$ cat src/hdl/m3inv_pkg.sv
// Shared types, widths and constants for the 3x3 inverse and solve block.
`default_nettype none
package m3inv_pkg;
  localparam int InWidth  = 16;
  localparam int FracBits = 8;
  localparam int OutFrac  = 16;
  localparam int DetW     = 3 * InWidth + 2;
  localparam int MagW     = DetW;
  localparam int QW       = 32;
  localparam int NumW     = MagW + OutFrac + FracBits;
  localparam int StepW    = $clog2(NumW + 1);
  localparam int InBits   = 12 * InWidth;
  localparam int InBytes  = (InBits + 7) / 8;
  localparam int OutBits  = 2 + 4 * QW + DetW + 1;
  localparam int OutBytes = (OutBits + 7) / 8;
  localparam int QDepth   = 2;
  localparam logic signed [QW-1:0] MinusOne = -32'sd65536;
  localparam logic [QW-1:0] PosLim = 32'h7FFF_FFFF;
  localparam logic [QW-1:0] NegLim = 32'h8000_0000;

  typedef logic signed [InWidth-1:0] elem_t;
  typedef logic signed [DetW-1:0] det_t;

  typedef struct packed {
    det_t [2:0][2:0] cof;
    det_t [2:0]      cram;
    det_t            det;
  } job_t;

  typedef struct packed {
    logic [1:0]            row;
    logic signed [QW-1:0]  c0;
    logic signed [QW-1:0]  c1;
    logic signed [QW-1:0]  c2;
    logic signed [QW-1:0]  x;
    det_t                  det;
    logic                  sing;
    logic                  last;
  } res_t;

  typedef enum logic [1:0] {DIdle, DLoad, DRun, DDone} div_e;
endpackage
`default_nettype wire

$ cat src/hdl/m3inv_queue.sv
// Two-entry request queue between the front and back stages.
`default_nettype none
module m3inv_queue (
  input  wire logic              clk_i,
  input  wire logic              rst_ni,
  input  wire logic              valid_i,
  output logic                   ready_o,
  input  wire m3inv_pkg::job_t   data_i,
  output logic                   valid_o,
  input  wire logic              ready_i,
  output m3inv_pkg::job_t        data_o
);
  m3inv_pkg::job_t mem_q [m3inv_pkg::QDepth];
  logic wp_q, rp_q;
  logic [1:0] cnt_q;
  logic wr, rd;

  assign ready_o = cnt_q != 2'd2;
  assign valid_o = cnt_q != 2'd0;
  assign data_o  = mem_q[rp_q];
  assign wr = valid_i && ready_o;
  assign rd = valid_o && ready_i;

  always_ff @(posedge clk_i or negedge rst_ni) begin
    if (!rst_ni) begin
      wp_q <= 1'b0;
      rp_q <= 1'b0;
      cnt_q <= '0;
    end else begin
      if (wr) wp_q <= !wp_q;
      if (rd) rp_q <= !rp_q;
      cnt_q <= cnt_q + 2'(wr) - 2'(rd);
    end
  end

  always_ff @(posedge clk_i) begin
    if (wr) mem_q[wp_q] <= data_i;
  end

`ifndef SYNTHESIS
  a_no_over: assert property (@(posedge clk_i) disable iff (!rst_ni) cnt_q <= 2'd2)
    else $error("queue count overflow");
  a_hold: assert property (@(posedge clk_i) disable iff (!rst_ni)
    valid_o && !ready_i && !wr |=> valid_o && $stable(data_o))
    else $error("queue head changed while stalled");
  a_cnt: assert property (@(posedge clk_i) disable iff (!rst_ni)
    wr && !rd |=> cnt_q == $past(cnt_q) + 2'd1)
    else $error("queue count wrong");
`endif
endmodule
`default_nettype wire

$ cat config.mk
export PLATFORM = sky130hd
export DESIGN_NAME = m3inv_queue
export DESIGN_NICKNAME = d
export VERILOG_FILES = /design/src/hdl/m3inv_pkg.sv /design/src/hdl/m3inv_queue.sv
export SDC_FILE = /design/constraint.sdc
export NUM_CORES = 1
export LEC_CHECK = 0
export BUFFER_PORTS_ARGS = -buffer_cell sky130_fd_sc_hd__buf_4
export CORE_AREA = 2 2 511 513
export DETAILED_ROUTE_END_ITERATION = 7
export DIE_AREA = 0 0 513 515
export SKIP_LAST_GASP = 1
export SYNTH_ARGS = -nofsm -noshare
export SYNTH_HDL_FRONTEND = slang
export SYNTH_SLANG_ARGS = --single-unit
$ cat constraint.sdc
create_clock -name clk_i -period 26.7 [get_ports clk_i]
set_input_delay 5.34 -clock clk_i [delete_from_list [all_inputs] [get_ports clk_i]]
set_output_delay 5.34 -clock clk_i [all_outputs]
set_load 0.02 [all_outputs]
Word-level counts from Yosys, hierarchy flattened. Memory sizes are Yosys's and may differ from the RTL's. Index checks and enable logic that the tools add are counted.

Register bits: 4. Memory bits (writable): 1300. Input bits: 654. Output and inout bits: 652. Memories: 1.

Add/sub/neg operators: 2. Equal/unequal tests: 1. Multiplexer cells: 2. Reduce and logical (&&, ||, !) cells: 5.

Memories: mem_q (words 2, bits a word 650, rd ports 1, clocked after Yosys merged registers in 0, write ports 1, line m3inv_queue.sv:13) `m3inv_pkg::job_t mem_q [m3inv_pkg::QDepth];`.

Operators with widths (count): $add 2x1->2 (1); $logic_and 1x1->1 (2); $logic_not 1->1 (2); $mux 1 (2); $ne 2x2->1 const B (1); $reduce_bool 2->1 (1); $sub 2x1->2 (1).

Depth between registers and ports, before layout.
Word-level depth: 4. Gate-level depth with buffers: 5. Mapped depth without buffers: 5.

Worst setup path after synthesis. OpenSTA, ideal clock, no wires.

Path type: input-to-reg. From: in valid_i. To: mem mem_q[0][0] (netlist name) (enable). Library setup time: 1680 ps. Arrival: 32292 ps. Required time: 25020 ps. Setup slack: -7273 ps. Cell stages on the path: 2. Path buffers: 0. Cell sequence: nand2_1 > nor2_1.

Cells in the longest elaborated chain, start to end: 3.

RTL lines: start, declared (line m3inv_queue.sv:6) `input wire logic valid_i,`; $logic_and 1x1->1 (line m3inv_queue.sv:21) `assign wr = valid_i && ready_o;`; $mux 1 (line m3inv_queue.sv:37) `if (wr) mem_q[wp_q] <= data_i;`; $mux 1 (implied by the code) (line m3inv_queue.sv:37); end, declared (line m3inv_queue.sv:13).

Every way passes these cells.

==> qor.yml <==
status: "finished, final reports clean"
critical_path.max_stage_delay_ns: 0.92
ys_ff_latch: 1304
hold_viol: 0
path_class: "flip-flop to output port"
layout-drive-gt1-share_pct: 61.6
overflow: 0
cts_setup_buffers: 0
layout_common_cells: "buf_4 (1334), edfxtp_1 (1300), mux2_2 (650), clkbuf_16 (152), clkinv_1 (38)"
avgSynthCellArea_um2: 23.0
ys_types: 19
syn-cell-area_mm2: 0.0471
die-area_mm2: 0.264
hpwl_um: 154000
drt-total-wl_um: 194000
clockRootBuffer: "clkbuf_16"
via_count: 25909
synthCells: 2044
die_w_um: 513
wl_per_cell_um: 27.6
ys_seq_area_share_pct: 83.2
period_needed_ns: 11.05
drv_cap: 0
ys_warn_count: 0
timing.final.crit_share_pct: 41.4
synth_top_area_share_pct: 83.0
finalMaxSlewViolations: 0
synthTopCellsByArea: "edfxtp_1 (83%), mux2_2 (16%), buf_4 (0.62%)"
startpoint_type: "flip-flop"
cp_common_cell: "buf_4"
layout.nets: 4115
intPower_mw: 5.07
slew_headroom_pct: 23.1
firstDrtPassIters: 5
first_global_vias: 26514
cp_data_arrival_time_ns: 5.71
clkPwrFrac_pct: 26.1
cp.required_ns: 21.36
core_mm2: 0.259
insertion_delay_ns: 0.78
htree_levels: 4
cts_resized: 0
ant_nets: 0
final_common_cell: "buf_4"
p_sw_share_pct: 35.5
drtIter0Drc: 1797
ff2ff_path_depth: 7
power_frac_seq_pct: 37.0
power.switching_mw: 2.78
end_kind: "output port"
power.leakage_nw: 23.5
fin_setup_tns_ns: 0
critPathSlowestCell: "dfrtp_4"
drc: 0
io_buffers: 1305
vdd_drop_max_uv: 74.0
initial_core_util_pct: 18.2
grt_pass1_wl_um: 247000
syn_nets: 2699
worstHoldPathType: "flip-flop to flip-flop"
p_per_area_mw_per_mm2: 119
track_usage_pct: 14.1
grt_antenna_before_repair: 142
cts_buffers: 150
clkSinkCount: 1304
cp_cell_sequence: "buf_4, buf_4, buf_4, buf_4, mux2_2, buf_4"
clk_pin_slew_ns: 0.06
num_io_pins: 1306
clockBufferDepth: 3
rsz0062_at_grt: "no"
setup_viol: 0
timing.fmax_mhz: 90.5
cts_tree: "built"
critPathMaxFanout: 65
min_path_cells: 1
area_growth_pct: 40.0
grt_max_degree: 146
num_rows: 187
comb_power_share_pct: 36.9
viasPerCell: 3.69
ctsHoldBuffers: 0
synth_top_cell_by_area: "edfxtp_1"
die_y_um: 515
tightest_slew_ns: 1.15
clock_skew_ns: 0.0548
place_congestion: 0.879
holdWs_ns: 0.577
sequential cells by signal, summed over array words and instances, names as in the netlist:
signal,flops
wp_q,1
rp_q,1
cnt_q,2
mem_q,1300
routing by layer:
layer  routed length [um]  track usage, %  up-vias
met5                  637               0        -
met4                 6320            4.87       96
met3                31700            10.6      415
met2                87300            21.8     1373
met1                67700            14.4    12913
li1                     -               -    11112
final timing paths:
kind / startpoint / to / slack, ns
max in group asynchronous: rst_ni / rp_q / 22.24
hold / removal: wp_q / wp_q / 0.58
setup / recovery: rp_q / data_o[503] / 15.65
min in group asynchronous: rst_ni / rp_q / 4.35
hold reg to reg: wp_q / wp_q / 0.58
setup reg to reg: cnt_q[0] / mem_q[0][310] / 21.73
final cells by class:
cell class | count | area (um^2)
Multi-Input combinational cell | 668 | 7450
Clock buffer | 174 | 3890
Tap cell | 3402 | 4260
Fill cell | 26299 | 193000
Timing Repair Buffer | 1336 | 10100
Clock inverter | 100 | 1030
Antenna cell | 33 | 82.6
Sequential cell | 1304 | 39100
cell usage after synthesis:
master	count
a311oi_1	1
and3_1	1
buf_2	29
buf_4	39
buf_6	4
dfrtp_1	4
edfxtp_1	1300
ha_1	1
mux2_2	650
nand2_1	2
nand2b_1	1
nand3_1	1
nor2_1	3
nor2b_1	1
nor4bb_1	1
o21ai_0	1
o21ba_2	1
or2_2	1
xnor2_1	3
kinds of logic after synthesis:
logic type / Yosys count / synth area share [%]
AND/OR/NAND/NOR: 11 / 0.125
XOR/XNOR: 3 / 0.0558
buffers and inverters: 72 / 1.03
flip-flops: 1304 / 83.2
multiplexers: 650 / 15.6
AO/OA/AOI/OAI: 3 / 0.0505
adder cells (fa/ha/maj): 1 / 0.0266
power groups by stage:
stage / clock [mW] / combinational, mW / sequential [mW]
final: 2.05 / 2.90 / 2.91
after global placement: 0 / 2.95 / 2.94
after detailed placement: 0 / 2.95 / 2.95
after CTS: 2.11 / 2.97 / 2.91
after global routing: 2.18 / 3.07 / 2.95
after floorplan: 0 / 1.55 / 3.26
metrics by stage:
| stage | instance area [um^2] | utilization, % | std cells | setup slack, ns | total power, mW |
|---|---|---|---|---|---|
| detailed placement | 60900 | 23.6 | 6710 | 16.49 | 5.90 |
| CTS | 65800 | 25.5 | 6984 | 15.56 | 7.99 |
| floorplan | 47100 | - | 2044 | 3.78 | 4.81 |
| global route | 65900 | 25.5 | 7002 | 15.32 | 8.21 |
| finish | 65900 | 25.5 | 7017 | 15.65 | 7.85 |
| global placement | 60900 | 23.6 | 6710 | 16.58 | 5.89 |
worst max-delay path, delay by kind of cell (launching register included):
kind                   cells  cell delay, ns
muxes                      1            0.48
DFF                        1            0.92
buffers and inverters      5            3.16
Note: power is estimated with default switching activity, not from simulation.
