--- src/hdl/m3inv_pkg.sv ---
// Shared types, widths and constants for the 3x3 inverse and solve block.
`default_nettype none
package m3inv_pkg;
  localparam int InWidth  = 16;
  localparam int FracBits = 8;
  localparam int OutFrac  = 16;
  localparam int DetW     = 3 * InWidth + 2;
  localparam int MagW     = DetW;
  localparam int QW       = 32;
  localparam int NumW     = MagW + OutFrac + FracBits;
  localparam int StepW    = $clog2(NumW + 1);
  localparam int InBits   = 12 * InWidth;
  localparam int InBytes  = (InBits + 7) / 8;
  localparam int OutBits  = 2 + 4 * QW + DetW + 1;
  localparam int OutBytes = (OutBits + 7) / 8;
  localparam int QDepth   = 2;
  localparam logic signed [QW-1:0] MinusOne = -32'sd65536;
  localparam logic [QW-1:0] PosLim = 32'h7FFF_FFFF;
  localparam logic [QW-1:0] NegLim = 32'h8000_0000;

  typedef logic signed [InWidth-1:0] elem_t;
  typedef logic signed [DetW-1:0] det_t;

  typedef struct packed {
    det_t [2:0][2:0] cof;
    det_t [2:0]      cram;
    det_t            det;
  } job_t;

  typedef struct packed {
    logic [1:0]            row;
    logic signed [QW-1:0]  c0;
    logic signed [QW-1:0]  c1;
    logic signed [QW-1:0]  c2;
    logic signed [QW-1:0]  x;
    det_t                  det;
    logic                  sing;
    logic                  last;
  } res_t;

  typedef enum logic [1:0] {DIdle, DLoad, DRun, DDone} div_e;
endpackage
`default_nettype wire

--- src/hdl/m3inv_div.sv ---
// Serial restoring divider for scaled quotients, truncated and saturated to 32 bits.
`default_nettype none
module m3inv_div (
  input  wire logic                         clk_i,
  input  wire logic                         rst_ni,
  input  wire logic                         start_i,
  input  wire m3inv_pkg::det_t              num_i,
  input  wire m3inv_pkg::det_t              den_i,
  input  wire logic                         wide_i,
  output logic                              busy_o,
  output logic                              done_o,
  output logic signed [m3inv_pkg::QW-1:0]   q_o
);
  localparam int NW = m3inv_pkg::NumW;
  m3inv_pkg::div_e st_q, st_d;
  logic [NW-1:0] n_q;
  logic [m3inv_pkg::MagW:0] r_q, d_q, rs;
  logic [NW:0] acc_q;
  logic [m3inv_pkg::StepW-1:0] cnt_q;
  logic neg_q;
  logic [m3inv_pkg::QW-1:0] lim;
  m3inv_pkg::det_t nm, dm;

  assign nm = num_i[m3inv_pkg::DetW-1] ? -num_i : num_i;
  assign dm = den_i[m3inv_pkg::DetW-1] ? -den_i : den_i;
  assign rs = {r_q[m3inv_pkg::MagW-1:0], n_q[NW-1]};
  assign lim = neg_q ? m3inv_pkg::NegLim : m3inv_pkg::PosLim;
  assign busy_o = st_q != m3inv_pkg::DIdle;
  assign done_o = st_q == m3inv_pkg::DDone;

  always_comb begin
    st_d = st_q;
    unique case (st_q)
      m3inv_pkg::DIdle: if (start_i) st_d = m3inv_pkg::DRun;
      m3inv_pkg::DLoad: st_d = m3inv_pkg::DRun;
      m3inv_pkg::DRun:  if (cnt_q == '0) st_d = m3inv_pkg::DDone;
      m3inv_pkg::DDone: st_d = m3inv_pkg::DIdle;
      default:          st_d = m3inv_pkg::DIdle;
    endcase
  end

  always_ff @(posedge clk_i or negedge rst_ni) begin
    if (!rst_ni) st_q <= m3inv_pkg::DIdle;
    else st_q <= st_d;
  end

  always_ff @(posedge clk_i) begin
    if (st_q == m3inv_pkg::DIdle && start_i) begin
      // Numerator is the magnitude shifted left by the output scale.
      n_q <= wide_i ? NW'(nm) << (m3inv_pkg::OutFrac + m3inv_pkg::FracBits)
                    : NW'(nm) << (m3inv_pkg::OutFrac + m3inv_pkg::FracBits);
      if (!wide_i) n_q <= NW'(nm) << m3inv_pkg::OutFrac;
      d_q <= {1'b0, dm};
      r_q <= '0;
      acc_q <= '0;
      neg_q <= num_i[m3inv_pkg::DetW-1] ^ den_i[m3inv_pkg::DetW-1];
      cnt_q <= m3inv_pkg::StepW'(NW - 1);
    end else if (st_q == m3inv_pkg::DRun) begin
      n_q <= n_q << 1;
      cnt_q <= cnt_q - 1'b1;
      if (rs >= d_q) begin
        r_q <= rs - d_q;
        acc_q <= {acc_q[NW-1:0], 1'b1};
      end else begin
        r_q <= rs;
        acc_q <= {acc_q[NW-1:0], 1'b0};
      end
    end
  end

  always_comb begin
    if (acc_q > (NW+1)'(lim)) q_o = neg_q ? -lim : lim;
    else q_o = neg_q ? -acc_q[m3inv_pkg::QW-1:0] : acc_q[m3inv_pkg::QW-1:0];
  end
endmodule
`default_nettype wire

--- src/hdl/m3inv_back.sv ---
// Back stage: four dividers per row, then one result register toward the output.
`default_nettype none
module m3inv_back (
  input  wire logic               clk_i,
  input  wire logic               rst_ni,
  input  wire logic               valid_i,
  output logic                    ready_o,
  input  wire m3inv_pkg::job_t    job_i,
  output logic                    valid_o,
  input  wire logic               ready_i,
  output m3inv_pkg::res_t         res_o
);
  logic [1:0] row_q;
  logic run_q, outv_q, sing, start;
  logic [3:0] busy, done;
  logic signed [m3inv_pkg::QW-1:0] q [4];
  m3inv_pkg::det_t num [4];
  logic [1:0] rrow_q;
  logic fin;

  assign sing = job_i.det == '0;
  assign start = valid_i && !run_q && !sing && !outv_q;
  assign num[0] = job_i.cof[row_q][0];
  assign num[1] = job_i.cof[row_q][1];
  assign num[2] = job_i.cof[row_q][2];
  assign num[3] = job_i.cram[row_q];

  for (genvar g = 0; g < 4; g++) begin : g_div
    m3inv_div u_div (
      .clk_i, .rst_ni, .start_i(start), .num_i(num[g]), .den_i(job_i.det),
      .wide_i(g != 3), .busy_o(busy[g]), .done_o(done[g]), .q_o(q[g]));
  end

  assign valid_o = outv_q;
  assign fin = (done[0] || (valid_i && sing && !outv_q));
  assign ready_o = fin && row_q == 2'd2;

  always_ff @(posedge clk_i or negedge rst_ni) begin
    if (!rst_ni) begin
      row_q <= '0;
      run_q <= 1'b0;
      outv_q <= 1'b0;
    end else begin
      if (outv_q && ready_i) outv_q <= 1'b0;
      if (start) run_q <= 1'b1;
      if (fin) begin
        run_q <= 1'b0;
        outv_q <= 1'b1;
        row_q <= row_q == 2'd2 ? 2'd0 : row_q + 2'd1;
      end
    end
  end

  always_ff @(posedge clk_i) begin
    if (fin) begin
      res_o.row  <= row_q;
      res_o.c0   <= sing ? m3inv_pkg::MinusOne : q[0];
      res_o.c1   <= sing ? m3inv_pkg::MinusOne : q[1];
      res_o.c2   <= sing ? m3inv_pkg::MinusOne : q[2];
      res_o.x    <= sing ? m3inv_pkg::MinusOne : q[3];
      res_o.det  <= job_i.det;
      res_o.sing <= sing;
      res_o.last <= row_q == 2'd2;
      rrow_q <= row_q;
    end
  end

`ifndef SYNTHESIS
  a_row: assert property (@(posedge clk_i) disable iff (!rst_ni) row_q != 2'd3)
    else $error("row counter out of range");
  a_lock: assert property (@(posedge clk_i) disable iff (!rst_ni) busy[0] == busy[3])
    else $error("dividers out of step");
  a_last: assert property (@(posedge clk_i) disable iff (!rst_ni)
    outv_q |-> res_o.last == (rrow_q == 2'd2))
    else $error("last flag mismatch");
`endif
endmodule
`default_nettype wire

--- config.mk ---
export PLATFORM = sky130hd
export DESIGN_NAME = m3inv_back
export DESIGN_NICKNAME = d
export VERILOG_FILES = /design/src/hdl/m3inv_pkg.sv /design/src/hdl/m3inv_div.sv /design/src/hdl/m3inv_back.sv
export SDC_FILE = /design/constraint.sdc
export NUM_CORES = 2
export LEC_CHECK = 0
export BUFFER_PORTS_ARGS = -buffer_cell sky130_fd_sc_hd__buf_2
export CAP_MARGIN = 20
export CORE_MARGIN = 3
export CORE_UTILIZATION = 45
export DETAILED_ROUTE_END_ITERATION = 7
export GPL_TIMING_DRIVEN = 0
export PLACE_DENSITY = 0.65
export SLEW_MARGIN = 30
export SYNTH_ARGS = -nofsm -noshare
export SYNTH_HDL_FRONTEND = slang
export SYNTH_SLANG_ARGS = --single-unit
--- constraint.sdc ---
create_clock -name clk_i -period 25.2 [get_ports clk_i]
set_input_delay 6.3 -clock clk_i [delete_from_list [all_inputs] [get_ports clk_i]]
set_output_delay 6.3 -clock clk_i [all_outputs]
set_load 0.03 [all_outputs]
---- Word-level counts from Yosys, hierarchy flattened ----
Cells that the tools add are included.
Widths: inputs -> output; s select.
cells by class
  $add $sub $neg .......................... 22
  order comparisons ....................... 9
  equality and inequality tests ........... 21
  multiplexer cells ....................... 55
  bitwise operators ....................... 4
  reduce and logical (&&, ||, !) cells .... 34
operators by type and width
  kind                 count
  $mux 74              8
  $mux 32              16
  $mux 50              10
  $bmux 150 s2         1
  $gt 75x32->1         4
  $neg 32->32          8
  $neg 50->50          5
  $ge 51x50->1         4
  $sub 50x50->50       4
  $mux 150             1
  $bmux 50 s2          1
  $logic_not 50->1     1
  $pmux 2 s4           4
  $logic_not 7->1      4
  $sub 7x1->7 const B  4
  $eq 2x2->1 const B   9
  $mux 2               6
  $reduce_bool 2->1    6
  $logic_and 1x1->1    11
  $ne 2x1->1 const B   5
  $eq 2x1->1 const B   4
  $logic_not 2->1      4
  $mux 1               8
  $reduce_and 2->1     4
  6 further kinds      13
storage, ports and cells
  flip-flop bits (word level) ............. 1,134
  input port bits ......................... 654
  output and inout bits ................... 184
  word-level logic and storage cells ...... 184

---- Logic depth before layout (Yosys ltp) ----
  depth in word-level cells ............... 6
  depth in mapped cells ................... 17
  mapped depth without buffers ............ 13

---- Modules after synthesis ----
Synthesis repeated with hierarchy kept, for this count alone.
second synthesis, totals
  cell total of the unflattened synthesis .. 8,899
  area, all modules ....................... 76,076.7 µm²
modules (own cells, without submodules)
  module                           times used  cells an instance  area an instance (µm²)  seq. area each (µm²)
  m3inv_div at g_div[0].u_div ...  3           1,971              16,360.7                5,965.7
  m3inv_div at g_div[1].u_div      1           1,955              16,269.4                5,965.7
  m3inv_back                       1           1,031              10,725.3                5,565.3

---- Worst setup path after synthesis ----
OpenSTA, ideal clock, no wires.
  kind .................................... in2out
  start ................................... input port job_i[10] (netlist bit)
  end ..................................... output port ready_o
  data arrival time ....................... 17.305 ns
  required time ........................... 18.900 ns
  setup slack ............................. 1.595 ns
  stages on the path ...................... 7
  path buffers ............................ 0
  cells stage by stage .................... or4_4 > nor4_4 > nand4b_1 > or4_4 > or3_4 > o21ai_1 > and2_1
between the ends
  word-level cells in the longest chain between the ends .. 5
ends and longest elaborated chain
  item                             RTL line          RTL
  from (decl)                      m3inv_back.sv:8   input wire m3inv_pkg::job_t job_i,
  $logic_not 50->1                 m3inv_back.sv:21  assign sing = job_i.det == '0;
  $logic_and 1x1->1 (2 in series)  m3inv_back.sv:35  assign fin = (done[0] || (valid_i && sing && !outv_q));
  $logic_or 1x1->1                 m3inv_back.sv:35
  net fin                          m3inv_back.sv:19  logic fin;
  $logic_and 1x1->1                m3inv_back.sv:36  assign ready_o = fin && row_q == 2'd2;
  to (decl)                        m3inv_back.sv:7   output logic ready_o,
The timed path passes the listed nets, and every way through them passes these cells.

---- Final worst setup path ----
  start ................................... input port job_i[4] (netlist bit)
  end ..................................... output port ready_o
The elaborated chain is that of the path after synthesis.

==> results.sh <==
export IMPL_via_per_inst=6.02
export IMPL_antenna_found_initial=78
export IMPL_fin_cells=10941
export IMPL_die_area_sq_mm=0.158
export IMPL_holdCritPathClass="register to register"
export IMPL_yosys_area_top_type_share=0.259
export IMPL_critPathMaxFanout=21
export IMPL_rsz0062_at_grt="no"
export IMPL_drt_iter0_drc=6372
export IMPL_first_pass_iters=6
export IMPL_gr_total_overflow=0
export IMPL_ys_ff_latch=1134
export IMPL_wl_um=289000
export IMPL_cts_hold_buffers=0
export IMPL_finalMaxSlewViolations=0
export IMPL_gp_congestion=1.03
export IMPL_synth_edf_count=594
export IMPL_finalCritPeriodShare=0.705
export IMPL_yosys_warnings=0
export IMPL_end_kind="output pin"
export IMPL_clock_fmax_mhz=56.3
export IMPL_worstSkewPairLatency_ps=800
export IMPL_critPathKind="primary input to output pin"
export IMPL_wl_per_cell_um=26.4
export IMPL_ctsLongestPathBuffers=3
export IMPL_ant_nets=0
export IMPL_setup_ws_ps=7440
export IMPL_synth_area_leaders="edfxtp_1 (26%), dfxtp_1 (15%), o21ai_0 (6.9%)"
export IMPL_core_region_area_sq_mm=0.151
export IMPL_die_width_um=397
export IMPL_syn_avg_cell_area_sq_um=8.86
export IMPL_setup_viol=0
export IMPL_final_setup_tns_ps=0
export IMPL_maxCapViolCount=0
export IMPL_finalNetCount=9774
export IMPL_grt_pass1_vias=61447
export IMPL_port_buffers=837
export IMPL_cp_data_required_time_ps=18900
export IMPL_yosysSeqAreaShare=0.417
export IMPL_worst_slew_pin_slew_ps=1080
export IMPL_ios=838
export IMPL_drcViolationCount=0
export IMPL_cts_setup_buffers=0
export IMPL_start_util=0.456
export IMPL_cts_root_buf="clkbuf_16"
export IMPL_status="complete, no violations"
export IMPL_p_leak_nw=33.2
export IMPL_layout_drive_gt1_share=0.151
export IMPL_cts_tree="built"
export IMPL_synth_nets=8771
export IMPL_cp_data_arrival_time_ps=11460
export IMPL_synthCells=7768
export IMPL_place_ws_ps=7480
export IMPL_grt_max_degree=62
export IMPL_cts_resized_gates=0
export IMPL_peakVddDrop_mv=0.0719
export IMPL_fp_dieH_um=397
export IMPL_powerDensity_mw_per_mm2=121
export IMPL_ys_types=101
export IMPL_skew_ps=42.8
export IMPL_hpwl_um=228000
export IMPL_async_reset_ff_frac=0.0106
export IMPL_yosysTopAreaCell="edfxtp_1"
export IMPL_maxSlewHeadroom=0.279
export IMPL_cts_inserted_buffers=131
export IMPL_period_needed_ps=17760
export IMPL_htreeDepth=4
export IMPL_grt_pass1_wl_um=413000
export IMPL_dp_cells=10654
export IMPL_critPathLaunchType="primary input"
export IMPL_vias=65862
export IMPL_cts_clk_slew_worst_paths_ps=60
export IMPL_rows=142
export IMPL_whs_ps=440
export IMPL_area_growth_pct=18.0
export IMPL_finalHoldViolCount=0
export IMPL_dominantRegCellSynth="edfxtp_1"
export IMPL_grtUsageTotal=0.354
export IMPL_cts_sinks=1134
export IMPL_synth_area_sq_mm=0.0688
[power breakdown]
group / switching [mW] / internal, mW
Clock: 0.856 / 1.15
Sequential: 0.457 / 2.65
Combinational: 2.94 / 1.74
[cells in the final DEF, fill, tap and decap left out, drive strengths merged, types with 319 or more instances in the layout]
cell,netlist,layout
nor2,394,394
inv,311,319
buf,134,1004
nand2,1182,1182
o21ai,964,964
ha,345,345
clkbuf,324,494
edfxtp,594,594
dfxtp,528,528
a21oi,462,462
[worst max-delay path: stages]
cell	delay [ps]
buf_2	170
nor4_2	800
nand3b_1	510
nand4b_1	450
or4_4	610
or3_4	470
o21ai_4	610
buf_16	250
buf_16	180
buf_16	170
buf_8	170
buf_16	180
buf_16	180
and2_1	140
buf_2	190
[through the flow]
stage	util	power (mW)	area [sq um]
2_1_floorplan	-	6.25	68800
3_3_place_gp	0.501	7.56	75500
3_5_place_dp	0.507	7.67	76500
4_1_cts	0.538	9.70	81100
5_1_grt	0.538	10.4	81100
6_report	0.538	9.79	81200
[cell usage after synthesis, types with 156 or more instances]
library cell	n
nor2_1	392
a21o_1	163
a21oi_1	462
nand3_1	156
edfxtp_1	594
o21ai_0	944
nand2_1	1182
dfxtp_1	528
inv_1	303
clkbuf_1	324
mux2i_1	298
xor2_1	170
ha_1	345
xnor2_1	276
[per-layer routing]
metal	up-vias	part of all wire	global-route usage
met5	-	0.0012	0
met4	50	0.083	0.252
met3	800	0.086	0.0695
met2	3251	0.44	0.551
met1	31409	0.39	0.438
li1	30352	-	-
[final timing paths]
| check | end | slack (ps) | startpoint | depth (start not counted) |
|---|---|---|---|---|
| worst max-delay path | ready_o | 7440 | job_i[4] | 15 |
| worst min-delay path | g_div[2].u_div.st_q[0] | 440 | g_div[2].u_div.cnt_q[6] | 1 |
| worst max register to register | g_div[0].u_div.n_q[31] | 18510 | row_q[0] | 14 |
| worst min register to register | g_div[2].u_div.st_q[0] | 440 | g_div[2].u_div.cnt_q[6] | 1 |
| max in group asynchronous | g_div[2].u_div.st_q[0] | 19140 | rst_ni | 1 |
| min in group asynchronous | g_div[0].u_div.st_q[1] | 5560 | rst_ni | 1 |
[state kept, by name, indices dropped and copies added, names as in the netlist]
| signal | count |
|---|---|
| run_q | 1 |
| res_o | 182 |
| g_div.u_div.neg_q | 4 |
| g_div.u_div.r_q | 200 |
| g_div.u_div.d_q | 200 |
| g_div.u_div.acc_q | 300 |
| g_div.u_div.cnt_q | 28 |
| g_div.u_div.n_q | 208 |
| valid_o | 1 |
| row_q | 2 |
| g_div.u_div.st_q | 8 |
[final cells by class]
cell class	count	area (sq um)
Fill cell	13955	69600
Multi-Input combinational cell	5863	37400
Sequential cell	1134	28700
Timing Repair Buffer	870	4770
Clock buffer	170	3550
Tap cell	2016	2520
Buffer	458	2010
Inverter	313	1190
Clock inverter	71	993
Antenna cell	46	115
[cell families (layout without fill, tap and decap cells)]
family | Yosys count | count (layout) | share of synthesized area
simple gates | 2424 | 2424 | 0.163
compound gates | 2338 | 2338 | 0.208
flops | 1134 | 1134 | 0.417
buf+inv | 771 | 1882 | 0.0461
xor+xnor | 446 | 446 | 0.0568
fa+ha+maj | 349 | 349 | 0.0639
mux | 306 | 306 | 0.0447
other cells | 0 | 46 | 0
Note: power is estimated with default switching activity, not from simulation.
